--- src/hw/rtl/hpc_pkg.sv ---
`timescale 1ns / 1ps
// ----------------------------------------------------------------------------
// hpc_pkg
// Shared widths, fixed-point constants, command and status types and the
// CORDIC arctangent table of the heading PID controller.
// ----------------------------------------------------------------------------
package hpc_pkg;

  // Field widths.
  localparam int POS_W  = 32;  // Q16.16 positions
  localparam int ANG_W  = 16;  // Q3.12 headings
  localparam int GAIN_W = 20;  // unsigned Q4.16 gains
  localparam int ERR_W  = 15;  // wrapped heading error on the output
  localparam int PREV_W = 16;  // stored previous error
  localparam int SUM_W  = 20;  // leaky error sum, Q7.12
  localparam int DRV_W  = 16;  // drive output

  // Datapath widths.
  localparam int DXY_W  = POS_W + 1;  // position difference
  localparam int XY_W   = 36;         // CORDIC x and y, covers the gain growth
  localparam int Z_W    = 21;         // Q16 angles including the half-plane base
  localparam int E_W    = 21;         // blended error in Q16
  localparam int MOP_W  = 21;         // multiplier operands
  localparam int PROD_W = 2 * MOP_W;  // multiplier product
  localparam int ACC_W  = 44;         // product accumulator

  localparam int HEAD_SHIFT = 20;  // car heading Q12 to Q32 of the blend
  localparam int GOAL_SHIFT = 4;   // goal heading Q12 to Q16

  // CORDIC table.
  localparam int TABLE_LEN = 24;
  localparam int ITER_W    = 5;
  localparam int ATAN_W    = 17;

  // Configuration register indexes.
  localparam int CFG_IDX_W = 2;
  localparam logic [CFG_IDX_W-1:0] CFG_PROP_GAIN  = 2'd0;
  localparam logic [CFG_IDX_W-1:0] CFG_INTEG_GAIN = 2'd1;
  localparam logic [CFG_IDX_W-1:0] CFG_DERIV_GAIN = 2'd2;

  localparam logic [GAIN_W-1:0] PROP_GAIN_RST  = 20'd983;
  localparam logic [GAIN_W-1:0] INTEG_GAIN_RST = 20'd33;
  localparam logic [GAIN_W-1:0] DERIV_GAIN_RST = 20'd52429;

  // Q16 constants.
  localparam logic signed [Z_W-1:0] ANG_PI      = 21'sd205887;
  localparam logic signed [Z_W-1:0] ANG_TWO_PI  = 21'sd411775;
  localparam logic signed [Z_W-1:0] ANG_HALF_PI = 21'sd102944;
  localparam logic [GAIN_W-1:0] W_BEAR = 20'd62259;  // 0.95
  localparam logic [GAIN_W-1:0] W_GOAL = 20'd3277;   // 0.05
  localparam logic [GAIN_W-1:0] W_LEAK = 20'd58982;  // 0.9

  typedef enum logic [2:0] {
    MUL_NONE = 3'd0,
    MUL_BEAR = 3'd1,
    MUL_GOAL = 3'd2,
    MUL_KP   = 3'd3,
    MUL_KI   = 3'd4,
    MUL_KD   = 3'd5,
    MUL_LEAK = 3'd6
  } mul_sel_e;

  typedef enum logic [1:0] {
    ACC_HOLD      = 2'd0,
    ACC_LOAD_HEAD = 2'd1,
    ACC_CLEAR     = 2'd2,
    ACC_ADD       = 2'd3
  } acc_op_e;

  typedef struct packed {
    logic              load;      // capture a control-step transaction
    logic              clear;     // zero previous error and sum
    logic              prep;      // special cases and half-plane fold
    logic              cordic;    // one vectoring iteration
    logic [ITER_W-1:0] iter;
    mul_sel_e          mul_sel;
    acc_op_e           acc_op;
    logic              round_e;   // accumulator to Q16 error
    logic              mod_step;  // one step of the 2*pi remainder
    logic              wrap;      // wrap to +-pi and round to Q12
    logic              finish;    // load result and update state
  } dp_cmd_t;

  typedef struct packed {
    logic special;   // dx or dy is zero
    logic mod_done;  // error magnitude below 2*pi
    logic out_free;  // output register can take a result
  } dp_sts_t;

  // atan(2^-i) in Q16, rounded to nearest.
  function automatic logic [ATAN_W-1:0] atan_lut(input logic [ITER_W-1:0] idx);
    logic [ATAN_W-1:0] val;
    case (idx)
      5'd0:    val = 17'd51472;
      5'd1:    val = 17'd30386;
      5'd2:    val = 17'd16055;
      5'd3:    val = 17'd8150;
      5'd4:    val = 17'd4091;
      5'd5:    val = 17'd2047;
      5'd6:    val = 17'd1024;
      5'd7:    val = 17'd512;
      5'd8:    val = 17'd256;
      5'd9:    val = 17'd128;
      5'd10:   val = 17'd64;
      5'd11:   val = 17'd32;
      5'd12:   val = 17'd16;
      5'd13:   val = 17'd8;
      5'd14:   val = 17'd4;
      5'd15:   val = 17'd2;
      5'd16:   val = 17'd1;
      default: val = '0;
    endcase
    return val;
  endfunction

endpackage

--- src/hw/rtl/hpc_ctrl.sv ---
`timescale 1ns / 1ps
// ----------------------------------------------------------------------------
// hpc_ctrl
// Sequencer of the heading PID controller: steps the datapath through the
// CORDIC iterations, the blend, the angle wrap and the PID products.
// ----------------------------------------------------------------------------
module hpc_ctrl #(
  parameter int CORDIC_STEPS = 16
) (
  input  logic             clk_i,
  input  logic             rst_ni,
  input  logic             in_tvalid_i,
  input  logic             in_func_i,
  output logic             in_tready_o,
  output hpc_pkg::dp_cmd_t cmd_o,
  input  hpc_pkg::dp_sts_t sts_i
);
  import hpc_pkg::*;

  localparam int NSTEPS = (CORDIC_STEPS > TABLE_LEN) ? TABLE_LEN : CORDIC_STEPS;
  localparam int CNT_W  = (NSTEPS > 1) ? $clog2(NSTEPS) : 1;
  localparam logic [CNT_W-1:0] LAST_ITER = CNT_W'(NSTEPS - 1);

  typedef enum logic [13:0] {
    ST_IDLE   = 14'b00000000000001,
    ST_PREP   = 14'b00000000000010,
    ST_CORDIC = 14'b00000000000100,
    ST_BEAR   = 14'b00000000001000,
    ST_GOAL   = 14'b00000000010000,
    ST_ADDG   = 14'b00000000100000,
    ST_ROUND  = 14'b00000001000000,
    ST_MOD    = 14'b00000010000000,
    ST_WRAP   = 14'b00000100000000,
    ST_KP     = 14'b00001000000000,
    ST_KI     = 14'b00010000000000,
    ST_KD     = 14'b00100000000000,
    ST_LEAK   = 14'b01000000000000,
    ST_DONE   = 14'b10000000000000
  } state_e;

  state_e           state_q, state_d;
  logic [CNT_W-1:0] iter_q, iter_d;
  logic             accept;

  assign in_tready_o = (state_q == ST_IDLE);
  assign accept      = in_tvalid_i && in_tready_o;

  always_comb begin
    state_d        = state_q;
    iter_d         = iter_q;
    cmd_o          = '0;
    cmd_o.mul_sel  = MUL_NONE;
    cmd_o.acc_op   = ACC_HOLD;
    cmd_o.iter     = ITER_W'(iter_q);
    cmd_o.load     = accept && !in_func_i;
    cmd_o.clear    = accept && in_func_i;
    unique case (state_q)
      ST_IDLE: begin
        iter_d = '0;
        if (accept && !in_func_i) begin
          state_d = ST_PREP;
        end
      end
      ST_PREP: begin
        cmd_o.prep = 1'b1;
        iter_d     = '0;
        state_d    = sts_i.special ? ST_BEAR : ST_CORDIC;
      end
      ST_CORDIC: begin
        cmd_o.cordic = 1'b1;
        if (iter_q == LAST_ITER) begin
          iter_d  = '0;
          state_d = ST_BEAR;
        end else begin
          iter_d = iter_q + 1'b1;
        end
      end
      ST_BEAR: begin
        cmd_o.mul_sel = MUL_BEAR;
        cmd_o.acc_op  = ACC_LOAD_HEAD;
        state_d       = ST_GOAL;
      end
      ST_GOAL: begin
        cmd_o.mul_sel = MUL_GOAL;
        cmd_o.acc_op  = ACC_ADD;
        state_d       = ST_ADDG;
      end
      ST_ADDG: begin
        cmd_o.acc_op = ACC_ADD;
        state_d      = ST_ROUND;
      end
      ST_ROUND: begin
        cmd_o.round_e = 1'b1;
        state_d       = ST_MOD;
      end
      ST_MOD: begin
        // The blended error stays below two turns, so one subtraction at most.
        cmd_o.mod_step = 1'b1;
        if (sts_i.mod_done) begin
          state_d = ST_WRAP;
        end
      end
      ST_WRAP: begin
        cmd_o.wrap = 1'b1;
        state_d    = ST_KP;
      end
      ST_KP: begin
        cmd_o.mul_sel = MUL_KP;
        cmd_o.acc_op  = ACC_CLEAR;
        state_d       = ST_KI;
      end
      ST_KI: begin
        cmd_o.mul_sel = MUL_KI;
        cmd_o.acc_op  = ACC_ADD;
        state_d       = ST_KD;
      end
      ST_KD: begin
        cmd_o.mul_sel = MUL_KD;
        cmd_o.acc_op  = ACC_ADD;
        state_d       = ST_LEAK;
      end
      ST_LEAK: begin
        cmd_o.mul_sel = MUL_LEAK;
        cmd_o.acc_op  = ACC_ADD;
        state_d       = ST_DONE;
      end
      ST_DONE: begin
        if (sts_i.out_free) begin
          cmd_o.finish = 1'b1;
          state_d      = ST_IDLE;
        end
      end
      default: begin
        state_d = ST_IDLE;
      end
    endcase
  end

  always_ff @(posedge clk_i or negedge rst_ni) begin
    if (!rst_ni) begin
      state_q <= ST_IDLE;
      iter_q  <= '0;
    end else begin
      state_q <= state_d;
      iter_q  <= iter_d;
    end
  end

endmodule

--- src/hw/rtl/hpc_datapath.sv ---
`timescale 1ns / 1ps
// ----------------------------------------------------------------------------
// hpc_datapath
// Registers and arithmetic of the heading PID controller: CORDIC vectoring
// unit, one shared multiplier with accumulator, error wrap, PID state, gain
// registers and the output register.
// ----------------------------------------------------------------------------
module hpc_datapath (
  input  logic                                 clk_i,
  input  logic                                 rst_ni,
  input  hpc_pkg::dp_cmd_t                     cmd_i,
  output hpc_pkg::dp_sts_t                     sts_o,
  input  logic                                 cfg_we_i,
  input  logic [hpc_pkg::CFG_IDX_W-1:0]        cfg_idx_i,
  input  logic [hpc_pkg::GAIN_W-1:0]           cfg_wdata_i,
  input  logic signed [hpc_pkg::POS_W-1:0]     car_x_i,
  input  logic signed [hpc_pkg::POS_W-1:0]     car_y_i,
  input  logic signed [hpc_pkg::ANG_W-1:0]     car_heading_i,
  input  logic signed [hpc_pkg::POS_W-1:0]     goal_x_i,
  input  logic signed [hpc_pkg::POS_W-1:0]     goal_y_i,
  input  logic signed [hpc_pkg::ANG_W-1:0]     goal_heading_i,
  output logic                                 out_valid_o,
  input  logic                                 out_ready_i,
  output logic signed [hpc_pkg::DRV_W-1:0]     drive_o,
  output logic signed [hpc_pkg::ERR_W-1:0]     heading_error_o
);
  import hpc_pkg::*;

  localparam logic signed [ACC_W-1:0]   RND16_ACC  = ACC_W'(32768);
  localparam logic signed [PROD_W-1:0]  RND16_PROD = PROD_W'(32768);
  localparam logic signed [E_W-1:0]     RND4_E     = E_W'(8);
  localparam logic signed [ACC_W-1:0]   DRV_MAX    = ACC_W'(32767);
  localparam logic signed [ACC_W-1:0]   DRV_MIN    = -ACC_W'(32768);
  localparam logic signed [SUM_W+1:0]   SUM_MAX    = (SUM_W+2)'(524287);
  localparam logic signed [SUM_W+1:0]   SUM_MIN    = -(SUM_W+2)'(524288);

  logic [GAIN_W-1:0]        prop_q, integ_q, deriv_q;
  logic signed [ANG_W-1:0]  ch_q, ch_d, gh_q, gh_d;
  logic signed [XY_W-1:0]   x_q, x_d, y_q, y_d;
  logic signed [Z_W-1:0]    z_q, z_d;
  logic signed [PROD_W-1:0] mul_q, mul_d;
  logic signed [ACC_W-1:0]  acc_q, acc_d;
  logic signed [E_W-1:0]    e_q, e_d;
  logic signed [PREV_W-1:0] err_q, err_d;
  logic signed [PREV_W-1:0] prev_q, prev_d;
  logic signed [SUM_W-1:0]  sum_q, sum_d;
  logic                     out_valid_q, out_valid_d;
  logic signed [DRV_W-1:0]  drive_q, drive_d;
  logic signed [ERR_W-1:0]  herr_q, herr_d;

  logic signed [DXY_W-1:0]  dx, dy;
  logic signed [XY_W-1:0]   xs, ys;
  logic                     y_pos;
  logic signed [Z_W-1:0]    atan_z;
  logic signed [MOP_W-1:0]  mul_a, mul_b;
  logic signed [PROD_W-1:0] prod;
  logic signed [PREV_W:0]   derr;
  logic signed [ACC_W-1:0]  head_term, acc_rnd, acc_sh;
  logic signed [E_W-1:0]    e_wrap, e_rnd;
  logic signed [PROD_W-1:0] leak_rnd;
  logic signed [SUM_W+1:0]  sum_new;

  assign dx = DXY_W'(goal_x_i) - DXY_W'(car_x_i);
  assign dy = DXY_W'(goal_y_i) - DXY_W'(car_y_i);

  assign xs     = x_q >>> cmd_i.iter;
  assign ys     = y_q >>> cmd_i.iter;
  assign y_pos  = !y_q[XY_W-1] && (y_q != '0);
  assign atan_z = Z_W'(atan_lut(cmd_i.iter));
  assign derr   = {err_q[PREV_W-1], err_q} - {prev_q[PREV_W-1], prev_q};

  // Shared multiplier: a signed operand times a zero-extended gain.
  always_comb begin
    mul_a = '0;
    mul_b = '0;
    case (cmd_i.mul_sel)
      MUL_BEAR: begin
        mul_a = MOP_W'(z_q);
        mul_b = MOP_W'(W_BEAR);
      end
      MUL_GOAL: begin
        mul_a = {{(MOP_W-ANG_W-GOAL_SHIFT){gh_q[ANG_W-1]}}, gh_q, {GOAL_SHIFT{1'b0}}};
        mul_b = MOP_W'(W_GOAL);
      end
      MUL_KP: begin
        mul_a = {{(MOP_W-PREV_W){err_q[PREV_W-1]}}, err_q};
        mul_b = MOP_W'(prop_q);
      end
      MUL_KI: begin
        mul_a = {{(MOP_W-SUM_W){sum_q[SUM_W-1]}}, sum_q};
        mul_b = MOP_W'(integ_q);
      end
      MUL_KD: begin
        mul_a = {{(MOP_W-PREV_W-1){derr[PREV_W]}}, derr};
        mul_b = MOP_W'(deriv_q);
      end
      MUL_LEAK: begin
        mul_a = {{(MOP_W-SUM_W){sum_q[SUM_W-1]}}, sum_q};
        mul_b = MOP_W'(W_LEAK);
      end
      default: begin
        mul_a = '0;
        mul_b = '0;
      end
    endcase
  end

  assign prod = mul_a * mul_b;

  assign head_term = {{(ACC_W-ANG_W-HEAD_SHIFT){ch_q[ANG_W-1]}}, ch_q, {HEAD_SHIFT{1'b0}}};
  assign acc_rnd   = acc_q + RND16_ACC;
  assign acc_sh    = acc_rnd >>> 16;

  // Wrap to [-pi, pi], then round Q16 to Q12.
  always_comb begin
    if (e_q > ANG_PI) begin
      e_wrap = e_q - ANG_TWO_PI;
    end else if (e_q < -ANG_PI) begin
      e_wrap = e_q + ANG_TWO_PI;
    end else begin
      e_wrap = e_q;
    end
  end
  assign e_rnd = e_wrap + RND4_E;

  assign leak_rnd = mul_q + RND16_PROD;
  assign sum_new  = leak_rnd[SUM_W+17:16] + {{(SUM_W+2-PREV_W){err_q[PREV_W-1]}}, err_q};

  always_comb begin
    ch_d        = ch_q;
    gh_d        = gh_q;
    x_d         = x_q;
    y_d         = y_q;
    z_d         = z_q;
    acc_d       = acc_q;
    e_d         = e_q;
    err_d       = err_q;
    prev_d      = prev_q;
    sum_d       = sum_q;
    drive_d     = drive_q;
    herr_d      = herr_q;
    out_valid_d = out_valid_q;
    mul_d       = (cmd_i.mul_sel != MUL_NONE) ? prod : mul_q;

    if (cmd_i.load) begin
      ch_d = car_heading_i;
      gh_d = goal_heading_i;
      x_d  = {{(XY_W-DXY_W){dx[DXY_W-1]}}, dx};
      y_d  = {{(XY_W-DXY_W){dy[DXY_W-1]}}, dy};
    end

    if (cmd_i.prep) begin
      if (y_q == '0) begin
        z_d = x_q[XY_W-1] ? ANG_PI : '0;
      end else if (x_q == '0) begin
        z_d = y_pos ? ANG_HALF_PI : -ANG_HALF_PI;
      end else if (x_q[XY_W-1]) begin
        // Goal behind: reflect through the origin and start from +-pi.
        x_d = -x_q;
        y_d = -y_q;
        z_d = y_pos ? ANG_PI : -ANG_PI;
      end else begin
        z_d = '0;
      end
    end

    if (cmd_i.cordic) begin
      if (y_pos) begin
        x_d = x_q + ys;
        y_d = y_q - xs;
        z_d = z_q + atan_z;
      end else begin
        x_d = x_q - ys;
        y_d = y_q + xs;
        z_d = z_q - atan_z;
      end
    end

    case (cmd_i.acc_op)
      ACC_LOAD_HEAD: acc_d = -head_term;
      ACC_CLEAR:     acc_d = '0;
      ACC_ADD:       acc_d = acc_q + {{(ACC_W-PROD_W){mul_q[PROD_W-1]}}, mul_q};
      default:       acc_d = acc_q;
    endcase

    if (cmd_i.round_e) begin
      e_d = acc_rnd[E_W+15:16];
    end

    // Remainder that keeps the sign of the dividend.
    if (cmd_i.mod_step) begin
      if (e_q >= ANG_TWO_PI) begin
        e_d = e_q - ANG_TWO_PI;
      end else if (e_q <= -ANG_TWO_PI) begin
        e_d = e_q + ANG_TWO_PI;
      end
    end

    if (cmd_i.wrap) begin
      err_d = e_rnd[PREV_W+3:4];
    end

    if (cmd_i.finish) begin
      if (acc_sh > DRV_MAX) begin
        drive_d = DRV_W'(DRV_MAX);
      end else if (acc_sh < DRV_MIN) begin
        drive_d = DRV_W'(DRV_MIN);
      end else begin
        drive_d = acc_sh[DRV_W-1:0];
      end
      herr_d = err_q[ERR_W-1:0];
      prev_d = err_q;
      if (sum_new > SUM_MAX) begin
        sum_d = SUM_W'(SUM_MAX);
      end else if (sum_new < SUM_MIN) begin
        sum_d = SUM_W'(SUM_MIN);
      end else begin
        sum_d = sum_new[SUM_W-1:0];
      end
      out_valid_d = 1'b1;
    end else if (out_ready_i) begin
      out_valid_d = 1'b0;
    end

    if (cmd_i.clear) begin
      prev_d = '0;
      sum_d  = '0;
    end
  end

  always_ff @(posedge clk_i or negedge rst_ni) begin
    if (!rst_ni) begin
      prop_q      <= PROP_GAIN_RST;
      integ_q     <= INTEG_GAIN_RST;
      deriv_q     <= DERIV_GAIN_RST;
      prev_q      <= '0;
      sum_q       <= '0;
      out_valid_q <= 1'b0;
    end else begin
      prev_q      <= prev_d;
      sum_q       <= sum_d;
      out_valid_q <= out_valid_d;
      if (cfg_we_i) begin
        unique case (cfg_idx_i)
          CFG_PROP_GAIN:  prop_q  <= cfg_wdata_i;
          CFG_INTEG_GAIN: integ_q <= cfg_wdata_i;
          CFG_DERIV_GAIN: deriv_q <= cfg_wdata_i;
          default: begin
          end
        endcase
      end
    end
  end

  always_ff @(posedge clk_i) begin
    ch_q    <= ch_d;
    gh_q    <= gh_d;
    x_q     <= x_d;
    y_q     <= y_d;
    z_q     <= z_d;
    mul_q   <= mul_d;
    acc_q   <= acc_d;
    e_q     <= e_d;
    err_q   <= err_d;
    drive_q <= drive_d;
    herr_q  <= herr_d;
  end

  assign sts_o.special  = (x_q == '0) || (y_q == '0);
  assign sts_o.mod_done = (e_q < ANG_TWO_PI) && (e_q > -ANG_TWO_PI);
  assign sts_o.out_free = !out_valid_q || out_ready_i;

  assign out_valid_o     = out_valid_q;
  assign drive_o         = drive_q;
  assign heading_error_o = herr_q;

endmodule

--- src/hw/rtl/heading_pid_controller_unit.sv ---
`timescale 1ns / 1ps
// ----------------------------------------------------------------------------
// heading_pid_controller_unit
// Steering PID on the heading error toward a goal pose, with a leaky integral.
// ----------------------------------------------------------------------------
// Usage:
//   The slave stream carries one pose pair per transaction. tuser selects the
//   operation: 0 runs a control step, 1 clears the stored error and sum and
//   produces no result. Each control step produces one master transaction
//   with the drive value and the wrapped heading error.
//   Gains are written through the configuration port while the block is idle;
//   index 0 is Kp, 1 is Ki*dt, 2 is Kd/dt. Writes to other indexes are dropped.
//   The time of a control step from acceptance to a valid result is set by
//   the iterative CORDIC unit and the single shared multiplier; a blended
//   error of a full turn or more needs a remainder subtraction, and a goal
//   level with the car in x or y skips the CORDIC iterations. A clear is
//   taken while idle and leaves the block idle.
//   One transaction is in work at a time; the next one is accepted in the
//   cycle after the result lands in the output register, even if it has not
//   been taken. If the receiver stalls, the result is held and the following
//   step waits in its last cycle until the output register frees up.
//   Reset restores the default gains and zeroes the error state.
// ----------------------------------------------------------------------------
module heading_pid_controller_unit #(
  parameter int CORDIC_STEPS = 16
) (
  input  logic                          clk_i,
  input  logic                          rst_ni,
  // car_x[31:0], car_y[63:32], car_heading[79:64], goal_x[111:80],
  // goal_y[143:112], goal_heading[159:144]
  input  logic [159:0]                  s_axis_tdata,
  // func[0]
  input  logic                          s_axis_tuser,
  input  logic                          s_axis_tvalid,
  output logic                          s_axis_tready,
  // drive[15:0], heading_error[30:16], zero[31]
  output logic [31:0]                   m_axis_tdata,
  output logic                          m_axis_tvalid,
  input  logic                          m_axis_tready,
  input  logic                          cfg_we_i,
  input  logic [hpc_pkg::CFG_IDX_W-1:0] cfg_idx_i,
  input  logic [hpc_pkg::GAIN_W-1:0]    cfg_wdata_i
);
  import hpc_pkg::*;

  dp_cmd_t                 cmd;
  dp_sts_t                 sts;
  logic signed [DRV_W-1:0] drive;
  logic signed [ERR_W-1:0] heading_error;

  hpc_ctrl #(
    .CORDIC_STEPS(CORDIC_STEPS)
  ) u_ctrl (
    .clk_i       (clk_i),
    .rst_ni      (rst_ni),
    .in_tvalid_i (s_axis_tvalid),
    .in_func_i   (s_axis_tuser),
    .in_tready_o (s_axis_tready),
    .cmd_o       (cmd),
    .sts_i       (sts)
  );

  hpc_datapath u_datapath (
    .clk_i           (clk_i),
    .rst_ni          (rst_ni),
    .cmd_i           (cmd),
    .sts_o           (sts),
    .cfg_we_i        (cfg_we_i),
    .cfg_idx_i       (cfg_idx_i),
    .cfg_wdata_i     (cfg_wdata_i),
    .car_x_i         (s_axis_tdata[31:0]),
    .car_y_i         (s_axis_tdata[63:32]),
    .car_heading_i   (s_axis_tdata[79:64]),
    .goal_x_i        (s_axis_tdata[111:80]),
    .goal_y_i        (s_axis_tdata[143:112]),
    .goal_heading_i  (s_axis_tdata[159:144]),
    .out_valid_o     (m_axis_tvalid),
    .out_ready_i     (m_axis_tready),
    .drive_o         (drive),
    .heading_error_o (heading_error)
  );

  assign m_axis_tdata = {1'b0, heading_error, drive};

endmodule

--- config.mk ---
export PLATFORM = sky130hd
export DESIGN_NAME = heading_pid_controller_unit
export DESIGN_NICKNAME = d
export VERILOG_FILES = /design/src/hw/rtl/hpc_pkg.sv /design/src/hw/rtl/hpc_ctrl.sv /design/src/hw/rtl/hpc_datapath.sv /design/src/hw/rtl/heading_pid_controller_unit.sv
export SDC_FILE = /design/constraint.sdc
export NUM_CORES = 2
export LEC_CHECK = 0
export BUFFER_PORTS_ARGS = -buffer_cell sky130_fd_sc_hd__buf_2
export CELL_PAD_IN_SITES_DETAIL_PLACEMENT = 1
export CELL_PAD_IN_SITES_GLOBAL_PLACEMENT = 1
export CORE_MARGIN = 1.5
export CORE_UTILIZATION = 45
export CTS_BUF_LIST = sky130_fd_sc_hd__clkbuf_16
export DETAILED_ROUTE_END_ITERATION = 6
export GPL_TIMING_DRIVEN = 0
export PLACE_DENSITY_LB_ADDON = 0.1
export SYNTH_ARGS = -nofsm -noshare
export SYNTH_HDL_FRONTEND = slang
export SYNTH_SLANG_ARGS = --single-unit
--- constraint.sdc ---
create_clock -name clk_i -period 9.3 [get_ports clk_i]
set_input_delay 1.395 -clock clk_i [delete_from_list [all_inputs] [get_ports clk_i]]
set_output_delay 1.395 -clock clk_i [all_outputs]
set_load 0.01 [all_outputs]
== Yosys cells after proc, flatten, opt, wreduce, memory -nomap -nowiden ==
Memory sizes are Yosys's and may differ from the RTL's.
Cells that the tools add are included.
Operators by class
  add/subtract/negate cells: 20
  multiply operators: 1
  order comparisons: 10
  equal/unequal tests: 30
  shift-type cells: 2
  muxes and demuxes: 58
  reductions and logical operators: 27
Operator list (count)
  $mux W36: 14
  $mux W21: 12
  $pmux W14 S14: 1
  $pmux W44 S3: 1
  $mux W20: 6
  $pmux W20 S6: 1
  $pmux W21 S5: 1
  $add A36 B36 Y36: 2
  $logic_not A36 Y1: 2
  $neg A36 Y36: 2
  $sshr A36 B4 Y36: 2
  $sub A36 B36 Y36: 2
  $sub A32 B32 Y33: 2
  $mux W14: 4
  $mux W16: 3
  $add A44 B17 Y44 const B: 1
  $add A44 B44 Y44: 1
  $neg A36 Y44: 1
  $mul A21 B21 Y42: 1
  $add A38 B17 Y38 const B: 1
  $reduce_bool A36 Y1: 1
  $gt A28 B16 Y1 const B: 1
  $lt A28 B16 Y1 const B: 1
  $add A22 B22 Y22: 1
  53 further kinds: 84
Word-level totals
  flip-flop bits (word level): 394
  memory bits (read-only): 512
  output and inout port bits: 34
  logic and storage cells: 168
  memories: 1
Memories
  (name not given): words 32, bits a word 16, rd ports 1, clocked after memory_dff 0, wr ports 0, line hpc_pkg.sv:93  | case (idx)

== Longest topological paths before layout ==
  depth in word-level cells: 9
  depth in mapped cells: 41
  gate-level depth less buffers: 39

== Modules after synthesis ==
From an unflattened synthesis, not the netlist that was laid out.
Second synthesis, totals
  cell total of the unflattened synthesis: 6534
  area total of the unflattened synthesis: 55584.6 sq um
Modules (own cells, without submodules)
  hpc_datapath: instances 1, cells each 6416, area an instance 54517.3 sq um
  hpc_ctrl: instances 1, cells each 116, area an instance 1056.0 sq um
  heading_pid_controller_unit: instances 1, cells each 2, area an instance 11.3 sq um

== Least setup slack after synthesis ==
OpenSTA, ideal clock, no wires.
  path type: flip-flop to flip-flop
  start: register u_ctrl.state_q[5]
  end: register u_datapath.mul_q[38], data pin
  library setup time: 0.259 ns
  arrival: 9.466 ns
  data required time: 9.041 ns
  path slack: -0.425 ns
  stages on the path, launching flop included: 38
  cell sequence: dfrtp_1 -> nor4_1 -> nand3_1 -> or3_1 -> nor3b_2 -> nand2b_1 -> clkbuf_1 -> clkbuf_1 -> nand2_1 -> o211ai_1 -> clkbuf_1 -> nand2_1 -> fa_1 -> inv_1 -> fa_1 -> inv_1 -> fa_1 -> inv_1 -> [2 not listed] -> fa_1 -> inv_1 -> fa_1 -> inv_1 -> fa_1 -> inv_1 -> ha_1 -> nand4_1 -> a2111oi_0 -> nand2_1 -> a31oi_1 -> a21oi_1 -> o21ai_0 -> a31oi_1 -> o31ai_1 -> o31a_1 -> nor4b_1 -> a211o_1
Between the ends
  longest elaborated chain between the ends: 6
  elaborated cells between the ends (all ways): 17
  classes of those cells: mul: 1; eq/ne: 12; mux: 3; reduce/logical: 1
Ends and longest elaborated chain
  from (decl): line hpc_ctrl.sv:41  | state_e state_q, state_d;
  from (signal assigned): line hpc_ctrl.sv:144  | state_q <= state_d;
  $eq A14 B13 Y1, or another cell as far along: line hpc_ctrl.sv:57  | unique case (state_q)
  $pmux W3 S6 *: line hpc_ctrl.sv:57
  $eq A3 B3 Y1: line hpc_datapath.sv:76  | case (cmd_i.mul_sel)
  $reduce_or A2 Y1 (no source line)
  $pmux W21 S5: line hpc_datapath.sv:76
  $mul A21 B21 Y42 *: line hpc_datapath.sv:108  | assign prod = mul_a * mul_b;
  via u_datapath.prod[38]: line hpc_datapath.sv:56  | logic signed [PROD_W-1:0] prod;
  to (signal assigned): line hpc_datapath.sv:261  | mul_q <= mul_d;
  to (decl): line hpc_datapath.sv:41  | logic signed [PROD_W-1:0] mul_q, mul_d;
The timed path passes the listed nets; every way through them passes the cells marked *.
A chain may end at the register's enable or synchronous reset.

== Worst setup path after layout ==
  start: register u_datapath.err_q[0]
  end: register u_datapath.mul_q[40], data pin
Between the ends
  longest elaborated chain between the ends: 3
Ends and longest elaborated chain
  from (decl): line hpc_datapath.sv:44  | logic signed [PREV_W-1:0] err_q, err_d;
  from (signal assigned): line hpc_datapath.sv:264  | err_q <= err_d;
  $sub A16 B16 Y17: line hpc_datapath.sv:70  | assign derr = {err_q[PREV_W-1], err_q} - {prev_q[PREV_W-1], prev_q};
  $pmux W21 S5 *: line hpc_datapath.sv:76
  $mul A21 B21 Y42 *: line hpc_datapath.sv:108
  via u_datapath.prod[40]: line hpc_datapath.sv:56
Marks and branches as above.

==> out/results.txt <==
Psw = 7.70 mW
Final min period = 9.95 ns
Routed wire length = 239,000 um
H-tree depth = 2
Syn nets = 7,195
Ys flop type = edfxtp_1
Unrepaired setup endpoints after global routing = yes
Logic pwr share = 67.3%
Peak supply drop = 0.000308 V
Post-synth cell types = 106
Final critical-path share of the clock period = 107%
# clock sinks = 394
Gate Count Post-Synth = 6,195
Vias post-DR = 51,500
Initial DRT Pass Iterations = 6
CTS Hold Buffers Added = 0
Vias/cell = 6.27
Most frequent cells in the layout = inv_1 (684), nand2_1 (633), nor2_1 (504)
DRC = 0
Post-DP HPWL = 188,000 um
Pre-CTS setup slack = -4.68 ns
Leakage = 26.7 nW
Synth area leader = fa_1
Setup ws final = -0.650 ns
Global route total overflow = 0
Row cnt = 125
Worst Path Arrival = 10.41 ns
Layout Nets = 7,631
Global Route Usage Sum = 39.1%
Total power per unit cell area = 244 mW/mm2
Commonest non-fill, non-tap cell in the layout = inv_1
Synthesis-stage register bit count = 394
Worst slew margin = 3.12%
Critical path's slowest cell = fa_1
Failing checks = negative setup slack
Post-synth top area share = 16.9%
Initial antenna violation count = 21
Outcome = finished, violations left
DR WL/cell = 29.2 um
Top cells by area, synth = fa_1 (17%), edfxtp_1 (11%), ha_1 (8.7%), inv_1 (5.1%), nand2_1 (4.7%)
Die area = 0.119 mm2
Core Region = 0.116 mm2
Largest net degree at the start of global routing = 68
Final Hold Viols = 0
First-pass GRT wire length = 347,000 um
Io pins = 222
Clk Tree Root Cell = clkbuf_16
Total CTS buffers = 51
Area grow syn2layout = 15.7%
Register area share after synthesis = 19.7%
Asr flop ratio synth = 29.2%
Vias in the first global route = 52,600
CTS max path bufs = 3
Fraction of layout cells with a size suffix above 1 = 15.8%
# port buffers = 220
P_int = 7.16 mW
Clk pin slew, worst setup/hold paths = 0.06 ns
Max_cap viols = 0
Sequential share of power = 18.3%
WS Path Type = reg -> reg
Buf/Inv on CP = 10
Hold WS = 0.500 ns
Clock power share = 14.5%
Ys Warns = 0
Crit-path max FO = 4
Highest Clock Rate = 0.101 GHz
Initial DRC Count = 5,001
TritonCTS clock tree = yes
Worst setup EP type = register
Mean post-synth cell area = 8.50 um2
Starting density of the core = 45.3%
Post-route ant nets = 0
Sw Share = 51.8%
Post-synth EDFFs = 188
Die Y = 345 um
Cell Area, Synth = 0.0527 mm2
Clock skew = 0.0638 ns
Worst-margin pin slew = 1.45 ns
GPL Wtd Cong = 1.01
Clock Latency Late Sink = 0.72 ns
Crit-path max cell delay = 0.58 ns
Endpoints failing setup = 12
Worst hold path type = reg -> reg
Cell mode on critical path = fa_1
Slew Limit Fails = 0
CP delay by family, top = adder cells
Critical Path RT = 9.76 ns
Critical path launch point type = register
Die width = 345 um
[flip-flops by register name (all words and copies together), names as in the netlist, 20 cells and up]
signal,count
u_datapath.acc_q,44
u_datapath.mul_q,42
u_datapath.x_q,36
u_datapath.y_q,36
u_datapath.e_q,21
u_datapath.z_q,21
u_datapath.deriv_q,20
u_datapath.integ_q,20
u_datapath.prop_q,20
u_datapath.sum_q,20
[Yosys cell counts, types with 56 or more instances]
| library cell | n |
|---|---|
| edfxtp_1 | 188 |
| a31oi_1 | 59 |
| xor2_1 | 184 |
| nand2b_1 | 64 |
| o21ai_0 | 364 |
| a21o_1 | 130 |
| mux2_2 | 93 |
| nand2_1 | 662 |
| fa_1 | 445 |
| nand3_1 | 141 |
| ha_1 | 367 |
| dfrtp_1 | 95 |
| a211oi_1 | 56 |
| xnor2_1 | 251 |
| o211ai_1 | 62 |
| mux4_2 | 57 |
| clkbuf_1 | 242 |
| dfxtp_1 | 91 |
| nor3_1 | 72 |
| mux2i_1 | 57 |
| nor2_1 | 514 |
| a21oi_1 | 385 |
| inv_1 | 711 |
[cell families after synthesis]
group	synth area share, %
DFF	19.7
buffers and inverters	7.50
adders and majority gates	25.6
xor gates and xnor gates	7.23
and+or+nand+nor	16.3
AOI/OAI and AO/OA	18.0
muxes	5.68
other	0.00712
[path summary, 6_finish.rpt]
| kind | from | slack (ns) | depth (start not counted) | endpoint |
|---|---|---|---|---|
| setup / recovery | u_datapath.err_q[0] | -0.65 | 41 | u_datapath.mul_q[40] |
| hold / removal | u_datapath.prev_q[15] | 0.50 | 1 | u_datapath.prev_q[15] |
| setup reg to reg | u_datapath.err_q[0] | -0.65 | 41 | u_datapath.mul_q[40] |
| hold reg to reg | u_datapath.prev_q[15] | 0.50 | 1 | u_datapath.prev_q[15] |
| max in group asynchronous | rst_ni | 7.79 | 2 | u_datapath.deriv_q[11] |
| min in group asynchronous | rst_ni | 0.64 | 1 | u_datapath.out_valid_o |
[repair_timing]
item | CTS | global route
setup endpoints to repair | 35 | 19
gates resized for setup | 370 | 122
setup buffers | 118 | 50
cloned | 1 | 0
pin swaps | 122 | 140
[metal layers]
layer,vias up,track usage [%],wire (um)
met1,26200,52.1,98400
li1,22300,-,-
met2,2312,60.4,105000
met4,18,20.8,15100
met5,-,0,128
met3,625,7.34,20900
[worst register-to-register path: cells and delay by family (launching register included)]
kind	cells	cell delay (ns)
fa+ha+maj	10	4.44
compound gates	15	2.90
buf+inv	10	0.89
xor+xnor	2	0.56
flops	1	0.54
simple gates	4	0.38
[stage by stage]
stage / cell area (um2) / TNS (ns) / instances / total power, mW / util, %
floorplan: 52700 / -0.0790 / 6195 / 9.04 / -
global placement: 55700 / -81.77 / 7939 / 11.9 / 48.0
detailed placement: 56000 / -91.64 / 7951 / 12.1 / 48.2
CTS: 60100 / -1.18 / 8149 / 14.5 / 51.7
global route: 61000 / -7.23 / 8198 / 15.6 / 52.5
finish: 61000 / -4.51 / 8204 / 14.9 / 52.5
[final cells by class]
type,count,area [um2]
Fill cell,13800,55200
Multi-Input combinational cell,4785,39800
Sequential cell,394,10400
Timing Repair Buffer,402,2760
Inverter,715,2720
Tap cell,1524,1910
Buffer,282,1600
Clock buffer,54,1350
Clock inverter,42,405
Antenna cell,6,15.0
[power groups by stage]
stage | Clock, mW | Combinational [mW] | Sequential (mW)
2_1_floorplan | 0 | 6.56 | 2.48
3_3_place_gp | 0 | 9.16 | 2.71
3_5_place_dp | 0 | 9.36 | 2.71
4_1_cts | 2.17 | 9.59 | 2.69
5_1_grt | 2.23 | 10.6 | 2.73
6_report | 2.15 | 10.0 | 2.72
(Power assumes the default switching activity.)
